**config.mk**
```make
export PLATFORM = sky130hd
export DESIGN_NAME = stack_vm_compare_and_branch_unit
export DESIGN_NICKNAME = d
export VERILOG_FILES = /design/src/design/svcb_pkg.sv /design/src/design/svcb_exec.sv /design/src/design/stack_vm_compare_and_branch_unit.sv
export VERILOG_INCLUDE_DIRS = /design/src /design/src/design
export SDC_FILE = /design/constraint.sdc
export NUM_CORES = 1
export LEC_CHECK = 0
export BUFFER_PORTS_ARGS = -buffer_cell sky130_fd_sc_hd__buf_2
export CAP_MARGIN = 20
export CELL_PAD_IN_SITES_DETAIL_PLACEMENT = 1
export CELL_PAD_IN_SITES_GLOBAL_PLACEMENT = 1
export CORE_AREA = 2 2 154 194
export CTS_BUF_LIST = sky130_fd_sc_hd__clkbuf_4 sky130_fd_sc_hd__clkbuf_8
export DETAILED_ROUTE_END_ITERATION = 10
export DIE_AREA = 0 0 156 196
export GPL_TIMING_DRIVEN = 0
export PLACE_DENSITY_LB_ADDON = 0.3
export SYNTH_ARGS = -nofsm -noshare
export SYNTH_HDL_FRONTEND = slang
export SYNTH_SLANG_ARGS = --single-unit
```
**constraint.sdc**
```tcl
create_clock -name clk -period 6.1 [get_ports clk]
set_clock_uncertainty 0.1 [all_clocks]
set_input_delay 0.915 -clock clk [delete_from_list [all_inputs] [get_ports clk]]
set_output_delay 0.915 -clock clk [all_outputs]
set_load 0.03 [all_outputs]
```
**src/design/stack_vm_compare_and_branch_unit_assert.svh**
```systemverilog
// Assertion macros for the compare and branch unit.
`ifndef STACK_VM_COMPARE_AND_BRANCH_UNIT_ASSERT_SVH
`define STACK_VM_COMPARE_AND_BRANCH_UNIT_ASSERT_SVH
// Implication checked every clock edge outside reset.
`define SVCB_ASSERT_IMPL(label, ante, cons, msg) \
  label: assert property (@(posedge clk) disable iff (rst) (ante) |-> (cons)) else $error(msg);
// Next-cycle implication checked outside reset.
`define SVCB_ASSERT_NEXT(label, ante, cons, msg) \
  label: assert property (@(posedge clk) disable iff (rst) (ante) |=> (cons)) else $error(msg);
`endif

```
**src/design/svcb_pkg.sv**
```systemverilog
// Package with operation codes and result types of the compare and branch unit.
package svcb_pkg;
  localparam logic [4:0] OP_LCMP    = 5'd0;
  localparam logic [4:0] OP_FCMPL   = 5'd1;
  localparam logic [4:0] OP_FCMPG   = 5'd2;
  localparam logic [4:0] OP_DCMPL   = 5'd3;
  localparam logic [4:0] OP_DCMPG   = 5'd4;
  localparam logic [4:0] OP_IFEQ    = 5'd5;
  localparam logic [4:0] OP_IFNE    = 5'd6;
  localparam logic [4:0] OP_IFLT    = 5'd7;
  localparam logic [4:0] OP_IFGE    = 5'd8;
  localparam logic [4:0] OP_IFGT    = 5'd9;
  localparam logic [4:0] OP_IFLE    = 5'd10;
  localparam logic [4:0] OP_ICMPEQ  = 5'd11;
  localparam logic [4:0] OP_ICMPNE  = 5'd12;
  localparam logic [4:0] OP_ICMPLT  = 5'd13;
  localparam logic [4:0] OP_ICMPGE  = 5'd14;
  localparam logic [4:0] OP_ICMPGT  = 5'd15;
  localparam logic [4:0] OP_ICMPLE  = 5'd16;
  localparam logic [4:0] OP_ACMPEQ  = 5'd17;
  localparam logic [4:0] OP_ACMPNE  = 5'd18;

  localparam logic signed [1:0] CMP_LT = -2'sd1;
  localparam logic signed [1:0] CMP_EQ = 2'sd0;
  localparam logic signed [1:0] CMP_GT = 2'sd1;

  typedef struct packed {
    logic [4:0]  operation;
    logic [63:0] operand_a;
    logic [63:0] operand_b;
    logic signed [15:0] branch_offset;
    logic [31:0] current_pc;
  } item_t;

  typedef struct packed {
    logic signed [1:0] compare_result;
    logic        is_branch;
    logic        branch_taken;
    logic [31:0] next_target;
  } result_t;

  function automatic logic signed [1:0] ieee_cmp(input logic [63:0] a, input logic [63:0] b,
                                                 input logic dbl, input logic nan_gt);
    logic sa, sb, nan_a, nan_b;
    logic [62:0] ma, mb;
    begin
      if (dbl) begin
        sa = a[63]; sb = b[63];
        ma = a[62:0]; mb = b[62:0];
        nan_a = (&a[62:52]) && (|a[51:0]);
        nan_b = (&b[62:52]) && (|b[51:0]);
      end else begin
        sa = a[31]; sb = b[31];
        ma = {32'd0, a[30:0]}; mb = {32'd0, b[30:0]};
        nan_a = (&a[30:23]) && (|a[22:0]);
        nan_b = (&b[30:23]) && (|b[22:0]);
      end
      if (nan_a || nan_b) ieee_cmp = nan_gt ? CMP_GT : CMP_LT;
      else if (ma == 63'd0 && mb == 63'd0) ieee_cmp = CMP_EQ;
      else if (sa != sb) ieee_cmp = sa ? CMP_LT : CMP_GT;
      else if (ma == mb) ieee_cmp = CMP_EQ;
      else if ((ma > mb) != sa) ieee_cmp = CMP_GT;
      else ieee_cmp = CMP_LT;
    end
  endfunction
endpackage

```
**src/design/svcb_exec.sv**
```systemverilog
// Combinational compare and branch evaluation of one item.
module svcb_exec #(
  parameter int PC_WIDTH = 32
) (
  input  svcb_pkg::item_t   item,
  output svcb_pkg::result_t res
);
  import svcb_pkg::*;
  logic signed [31:0] ia, ib;
  logic signed [63:0] la, lb;
  logic eq, lt, gt;
  logic [PC_WIDTH-1:0] tgt;
  logic [63:0] tgt_w;

  assign la = item.operand_a;
  assign lb = item.operand_b;
  assign ia = item.operand_a[31:0];
  assign ib = (item.operation <= OP_IFLE) ? 32'sd0 : item.operand_b[31:0];
  assign eq = ia == ib;
  assign lt = ia < ib;
  assign gt = ia > ib;
  assign tgt = PC_WIDTH'(item.current_pc) + PC_WIDTH'(item.branch_offset);
  assign tgt_w = 64'(tgt);

  always_comb begin
    res = '0;
    unique case (item.operation)
      OP_LCMP:  res.compare_result = (la > lb) ? CMP_GT : ((la == lb) ? CMP_EQ : CMP_LT);
      OP_FCMPL: res.compare_result = ieee_cmp(item.operand_a, item.operand_b, 1'b0, 1'b0);
      OP_FCMPG: res.compare_result = ieee_cmp(item.operand_a, item.operand_b, 1'b0, 1'b1);
      OP_DCMPL: res.compare_result = ieee_cmp(item.operand_a, item.operand_b, 1'b1, 1'b0);
      OP_DCMPG: res.compare_result = ieee_cmp(item.operand_a, item.operand_b, 1'b1, 1'b1);
      OP_IFEQ, OP_ICMPEQ: begin res.is_branch = 1'b1; res.branch_taken = eq; end
      OP_IFNE, OP_ICMPNE: begin res.is_branch = 1'b1; res.branch_taken = !eq; end
      OP_IFLT, OP_ICMPLT: begin res.is_branch = 1'b1; res.branch_taken = lt; end
      OP_IFGE, OP_ICMPGE: begin res.is_branch = 1'b1; res.branch_taken = !lt; end
      OP_IFGT, OP_ICMPGT: begin res.is_branch = 1'b1; res.branch_taken = gt; end
      OP_IFLE, OP_ICMPLE: begin res.is_branch = 1'b1; res.branch_taken = !gt; end
      OP_ACMPEQ: begin
        res.is_branch = 1'b1;
        res.branch_taken = item.operand_a == item.operand_b;
      end
      OP_ACMPNE: begin
        res.is_branch = 1'b1;
        res.branch_taken = item.operand_a != item.operand_b;
      end
      default: res = '0;
    endcase
    if (res.branch_taken) res.next_target = tgt_w[31:0];
  end
endmodule

```
**src/design/stack_vm_compare_and_branch_unit.sv**
```systemverilog
// Top level of the stack machine compare and branch unit.
// Executes one compare or conditional branch per item: an input register feeds short compare
// logic and a result register, so one item is accepted every cycle unless m_tready stalls the
// output; the rate is set by the single input and result stage pair, and the ready of the input
// side follows only whether the stages can advance.
module stack_vm_compare_and_branch_unit #(
  parameter int PC_WIDTH = 32
) (
  input  logic         clk,
  input  logic         rst,
  input  logic         s_tvalid,
  output logic         s_tready,
  // operation[4:0], operand_a[68:5], operand_b[132:69], branch_offset[148:133],
  // current_pc[180:149], zero fill
  input  logic [183:0] s_tdata,
  output logic         m_tvalid,
  input  logic         m_tready,
  // compare_result[1:0], is_branch[2], branch_taken[3], next_target[35:4], zero fill
  output logic [39:0]  m_tdata
);
  import svcb_pkg::*;
  `include "stack_vm_compare_and_branch_unit_assert.svh"

  item_t   in_item;
  logic    in_valid;
  result_t res_comb, out_res;
  logic    out_valid;
  logic    out_adv, in_adv;

  assign out_adv  = !out_valid || m_tready;
  assign in_adv   = !in_valid || out_adv;
  assign s_tready = in_adv;

  always_ff @(posedge clk) begin
    if (rst) begin
      in_valid <= 1'b0;
      out_valid <= 1'b0;
    end else begin
      if (in_adv) in_valid <= s_tvalid;
      if (out_adv) out_valid <= in_valid;
    end
    if (in_adv && s_tvalid) begin
      in_item.operation     <= s_tdata[4:0];
      in_item.operand_a     <= s_tdata[68:5];
      in_item.operand_b     <= s_tdata[132:69];
      in_item.branch_offset <= s_tdata[148:133];
      in_item.current_pc    <= s_tdata[180:149];
    end
    if (out_adv && in_valid) out_res <= res_comb;
  end

  svcb_exec #(.PC_WIDTH(PC_WIDTH)) u_exec (.item(in_item), .res(res_comb));

  assign m_tvalid = out_valid;
  assign m_tdata  = {4'd0, out_res.next_target, out_res.branch_taken, out_res.is_branch,
                     out_res.compare_result};

  `SVCB_ASSERT_IMPL(a_cmp_no_branch, out_valid && out_res.compare_result != CMP_EQ,
    !out_res.is_branch, "compare result on a branch")
  `SVCB_ASSERT_IMPL(a_taken_is_branch, out_valid && out_res.branch_taken,
    out_res.is_branch, "taken without branch")
  `SVCB_ASSERT_IMPL(a_cmp_range, out_valid, out_res.compare_result != 2'b10,
    "compare result out of range")
  `SVCB_ASSERT_NEXT(a_stall_hold, out_valid && !m_tready, out_valid && $stable(out_res),
    "result changed while stalled")
endmodule

```
# After elaboration in Yosys (flattened, before gate mapping)
# Index checks and enable logic that the tools add are counted.
# Widths: inputs -> output; s select.
# word_totals
latch_bits,0
ram_bits,0
rom_bits,0
mem_count,0
in_bits,188
out_inout_bits,42
ff_bits,219
elab_cells,151
# classes
n_reduce_logical,44
add_sub_neg,1
n_lt_le_gt_ge,8
eq_ne,34
multipliers,0
shift,0
n_bitwise,0
div,0
n_mux,53
# ops
op,n
$logic_not 63->1,8
$mux 63,8
$eq 63x63->1,4
$gt 63x63->1,4
$eq 64x64->1,2
$reduce_or 52->1,2
$gt 64x64->1,1
$ne 64x64->1,1
$mux 2,26
$reduce_or 23->1,2
$eq 5x4->1 const B,8
$add 32x32->32,1
$eq 32x32->1,1
$gt 32x32->1,1
$lt 32x32->1,1
$mux 32,1
$reduce_and 11->1,2
$eq 5x3->1 const B,4
$mux 1,16
$pmux 2 s8,1
$reduce_and 8->1,2
$eq 5x5->1 const B,3
$reduce_or 2->1,6
$eq 5x2->1 const B,2
other kinds (8),33

# Logic depth before layout (Yosys ltp)
# depth
word_depth,10
mapped_depth,17
ltp_nobuf,13

# Hierarchy
# A second synthesis with hierarchy kept.
# unflattened
cells_unflattened,964
area_unflattened_um2,11687.5
# by_module_without_submodules
module,cells_each,seq_area_each_um2,instances,area_per_inst_um2
stack_vm_compare_and_branch_unit,232,6556.3,1,6653.9
svcb_exec,732,0.0,1,5033.6

# Worst setup path before layout
# Ideal clock, no wire load.
# synth_path
path_kind,input-to-reg
start,input m_tready
end,register in_item[0] (netlist bit) (enable)
arrival_ns,5.412
path_stages,3
path_slack_ns,0.026
required_ns,5.438
setup_ns,0.562
n_path_buf,0
cell_sequence,nor2b_1 nand2_1 and2_1
# synth_between
elab_chain_len,3
# synth_lines
item,line_no,rtl
start: declaration,stack_vm_compare_and_branch_unit.sv:17,"input logic m_tready,"
$logic_or 1x1->1,stack_vm_compare_and_branch_unit.sv:30,assign out_adv = !out_valid || m_tready;
$logic_or 1x1->1,stack_vm_compare_and_branch_unit.sv:31,assign in_adv = !in_valid || out_adv;
named net s_tready,stack_vm_compare_and_branch_unit.sv:12,"output logic s_tready,"
$logic_and 1x1->1,stack_vm_compare_and_branch_unit.sv:42,if (in_adv && s_tvalid) begin
end: declaration,stack_vm_compare_and_branch_unit.sv:24,item_t in_item;
# The timed path passes the listed nets, and every way through them passes these cells.
# A chain may end at the register's enable or synchronous reset.

# Worst setup path in the final report
# layout_path
start,register in_item[177] (netlist bit)
end,"register out_res, in the netlist m_tdata[30] (data pin)"
# layout_between
elab_chain_len,5
word_cells_on_any_way,29
classes_between,3 x order compare; 15 x eq/ne; 2 x mux; 9 x reduce/logical
# layout_lines
item,line_no,rtl
$le 5x4->1,svcb_exec.sv:18,assign ib = (item.operation <= OP_IFLE) ? 32'sd0 : item.operand_b[31:0];
$mux 32,svcb_exec.sv:18,
"$gt 32x32->1, or another cell as far along",svcb_exec.sv:21,assign gt = ia > ib;
$logic_not 1->1 (on tied branches),"svcb_exec.sv:38, svcb_exec.sv:34, svcb_exec.sv:36",
$pmux 2 s8 *,svcb_exec.sv:27,unique case (item.operation)
end signal: assignment,stack_vm_compare_and_branch_unit.sv:49,if (out_adv && in_valid) out_res <= res_comb;
end: declaration,stack_vm_compare_and_branch_unit.sv:26,"result_t res_comb, out_res;"
# Every way passes the cells marked *; elsewhere a longest branch is shown, timed or not.

==> flow_metrics.tcl <==
set metrics [dict create \
    run_status "complete, no violations" \
    setup.reg_to_reg.worst_slack_ps 1030 \
    gr-usage-met2_pct 37.40 \
    grt_first_pass_wirelength_mm 48.52 \
    ys_ff_latch 219 \
    post_synth_instance_area_um2 11650 \
    rsz0062_at_grt "no" \
    h-tree-depth 2 \
    vertical_die_dimension_um 196 \
    final_period_utilization_pct 83.19 \
    max-slew-margin-rel_pct 52.40 \
    hold_violations 0 \
    clock_latency_ps 550 \
    total_wirelength_mm 30.42 \
    nNetsFinal 1554 \
    dr_total_vias 8639 \
    cts_resized 0 \
    timing.critical_path.cells "clkbuf_1, clkbuf_1, a21oi_1, o21ai_1, clkbuf_1, nand2_1, ha_1, nand4_1, nor4_1, nand3_1, mux2i_1, a211oi_1, o21ai_0, a21oi_1, a22o_4, buf_2, nor2_1" \
    worstHoldPathCells 2 \
    final_max_slew_viol_count 0 \
    gate_count_of_the_mapped_netlist 970 \
    portBuffers 222 \
    cts_root_buffer "clkbuf_8" \
    critical-path-slowest-cell "nor4_1" \
    finalCriticalPeriod_ps 5074 \
    globalRoute.busiestLayer "met2" \
    area_enclosed_by_the_die_boundary_um2 30580 \
    power.ir.vdd_worst_mv 0.1694 \
    crit_top_cell "clkbuf_1" \
    drt-initial-drc-count 312 \
    met1_usage_grt_pct 22.03 \
    hold_end "m_tvalid" \
    floorplan.io_pins 230 \
    critPathMaxStageDelay_ps 480 \
    cts_post_setup_buffers_inserted 0 \
    post_cts_hold_buffer_count 0 \
    crit_arrival_ps 5250 \
    setup_viol 0 \
    tritoncts.num_buffers 38 \
    drt_first_pass_iters 4 \
    critPathMaxFanout 10 \
    required_ps 6280 \
    clock_transition_at_the_register_clock_pins_on_the_worst_setup_and_hold_paths_after_cts_ps 60 \
    global_route_total_overflow 0 \
    use_met3_pct 5.522 \
    gpl.final_weighted_congestion 0.7873 \
    cts-root-to-sink-buffers 3 \
    setup.worst_path.end_class "flip-flop" \
    timing.fmax_ghz 0.1971 \
    syn_avg_cell_area_um2 12.01 \
    std_cell_rows 70 \
    synth_warnings 0 \
    area_growth_pct 21.19 \
    fin_tns_setup_ps 0 \
    yosysUniqueCellTypes 64 \
    number_of_enable_flip_flop_cells_after_synthesis 217 \
    post_route_total_power_mw 3.822 \
    critical_path_class "reg2reg" \
    initial_core_util_pct 40.43 \
    reg2regPathDepth 17 \
    start_kind "flip-flop" \
    asyncSetResetFlopFracSynth_pct 0 \
    filler_cell_count 3146 \
    hold_path_class "reg2reg" \
    post_route_cells_drive_above_1_share_pct 24.64 \
    cts_tree "built" \
    maxCapViolations 0 \
    post_detailed_route_count_of_antenna_violating_nets 0 \
    detail_route.wl_per_cell_um 18.64 \
    power_density_nw_per_um2 270.7 \
    core-area_um2 28820 \
    static-leakage-power_nw 6.012 \
    grt_pass1_vias 9616 \
    reg2reg_to "m_tdata[30]" \
    worst_slew_pin_tran_ps 714.1 \
    post_detailed_placement_half_perimeter_wirelength_mm 23.34 \
    drc 0 \
    critical_path.reg2reg.startpoint "in_item[177]" \
    grtUsageTotal_pct 20.24 \
    antenna_violations_before_repair 10 \
    clock_sinks 219 \
    ys_seq_area_share_pct 56.28 \
    holdCritStartpoint "in_valid" \
    via_per_inst 5.294 \
    floorplan_die_width_um 156 \
    synth_ff_type "edfxtp_1" \
    maximum_number_of_pins_on_one_net_before_global_route_repair 75 \
]
[stage by stage]
step                cells  util (%)  worst slack (ps)  hold WS [ps]  cell area [µm²]
floorplan             973         -             26.22         377.8            11660
global placement     1555     45.88             -1436         405.7            13220
detailed placement   1558     46.18             982.0         421.8            13310
CTS                  1626     48.94             982.5         387.5            14100
global route         1630     48.98             610.5         403.6            14110
finish               1632     48.99              1026         427.7            14120
[synth_stat cells, drive strengths merged, types with 8 or more instances]
library cell	n	share of area, %
nor2	63	2.2
a211oi	16	1.2
o211ai	8	0.52
a21o	22	1.4
nand3	24	1.0
o21ai	40	1.8
xnor2	13	0.98
inv	87	2.8
xor2	13	0.98
nand4	37	2.0
nor4	35	1.9
nand2	79	2.5
nor2b	8	0.43
ha	127	14
a21oi	61	2.6
nor3	25	1.6
edfxtp	217	56
[where the power goes]
group          leakage (nW)  switching [mW]  internal, mW
Sequential             2.13          0.0595          1.77
Combinational          3.46           0.339         0.234
Clock                 0.423           0.602         0.820
[how the worst max path moves through the flow]
stage | from | endpoint
2_1_floorplan | m_tready | in_item[0]
3_3_place_gp | m_tready | in_item[62]
3_5_place_dp | in_item[177] | m_tdata[30]
4_1_cts | in_item[177] | m_tdata[30]
5_1_grt | in_item[177] | m_tdata[30]
6_report | in_item[177] | m_tdata[30]
[critical path, delay by kind of cell (launching register included)]
| family | cells | cell delay (ps) |
|---|---|---|
| buffers and inverters | 4 | 1410 |
| DFF | 1 | 320 |
| adders and majority gates | 1 | 330 |
| and+or+nand+nor | 5 | 1140 |
| AOI/OAI and AO/OA | 6 | 1290 |
| muxes | 1 | 190 |
[kinds of logic (layout without fill, tap and decap cells)]
| group | count (synthesis) | after routing | share of synthesized area [%] |
|---|---|---|---|
| AO/OA/AOI/OAI | 184 | 184 | 10.22 |
| adder cells (fa/ha/maj) | 128 | 128 | 13.81 |
| AND/OR/NAND/NOR | 309 | 309 | 14.03 |
| flip-flops | 219 | 219 | 56.28 |
| multiplexers | 2 | 2 | 0.1719 |
| buffers and inverters | 101 | 394 | 3.502 |
| XOR/XNOR | 26 | 26 | 1.955 |
| other | 1 | 10 | 0.03219 |
[sequential cells by signal, indices dropped and copies added, names as in the netlist]
| name | count |
|---|---|
| in_valid | 1 |
| m_tvalid | 1 |
| m_tdata | 36 |
| in_item | 181 |
[layer usage]
| metal | part of all wire [%] | wire length (µm) |
|---|---|---|
| met1 | 38 | 11470 |
| met2 | 53 | 16050 |
| met3 | 6.2 | 1873 |
| met4 | 3.2 | 967 |
| met5 | 0.18 | 56 |
[area by class of cell]
cell class	instances	area (µm²)	share of cell area (%)
Multi-Input combinational cell	653	4706	33.33
Sequential cell	219	6556	46.44
Inverter	87	326.6	2.313
Buffer	14	81.33	0.5761
Timing Repair Buffer	225	1186	8.402
Clock inverter	15	141.4	1.002
Antenna cell	6	15.01	0.1064
Clock buffer	53	654.4	4.635
Tap cell	360	450.4	3.191
[cell usage in the layout (no fill, tap or decap), types with 4 or more instances in the layout]
master,netlist,layout
nor2_1,62,62
nand4_1,37,37
clkinv_2,0,5
clkbuf_4,0,12
nand2_1,79,79
inv_1,87,87
and3_1,4,4
buf_4,4,4
or3_1,5,5
a21oi_1,61,61
ha_1,127,127
nand2b_1,7,7
clkinv_1,0,7
xor2_1,13,13
a21o_1,22,22
edfxtp_1,217,217
nand3_1,24,24
o211ai_1,8,8
a211oi_1,13,13
o31ai_1,4,4
and4_1,4,4
conb_1,1,4
nor2b_1,8,7
o21a_1,6,6
clkbuf_1,7,7
o21ai_0,37,37
buf_2,2,224
a21boi_0,5,5
clkbuf_8,0,41
xnor2_1,13,13
diode_2,0,6
nor3_1,20,20
nor3_4,5,5
nor4_1,34,34
Note: power is estimated with default switching activity, not from simulation.
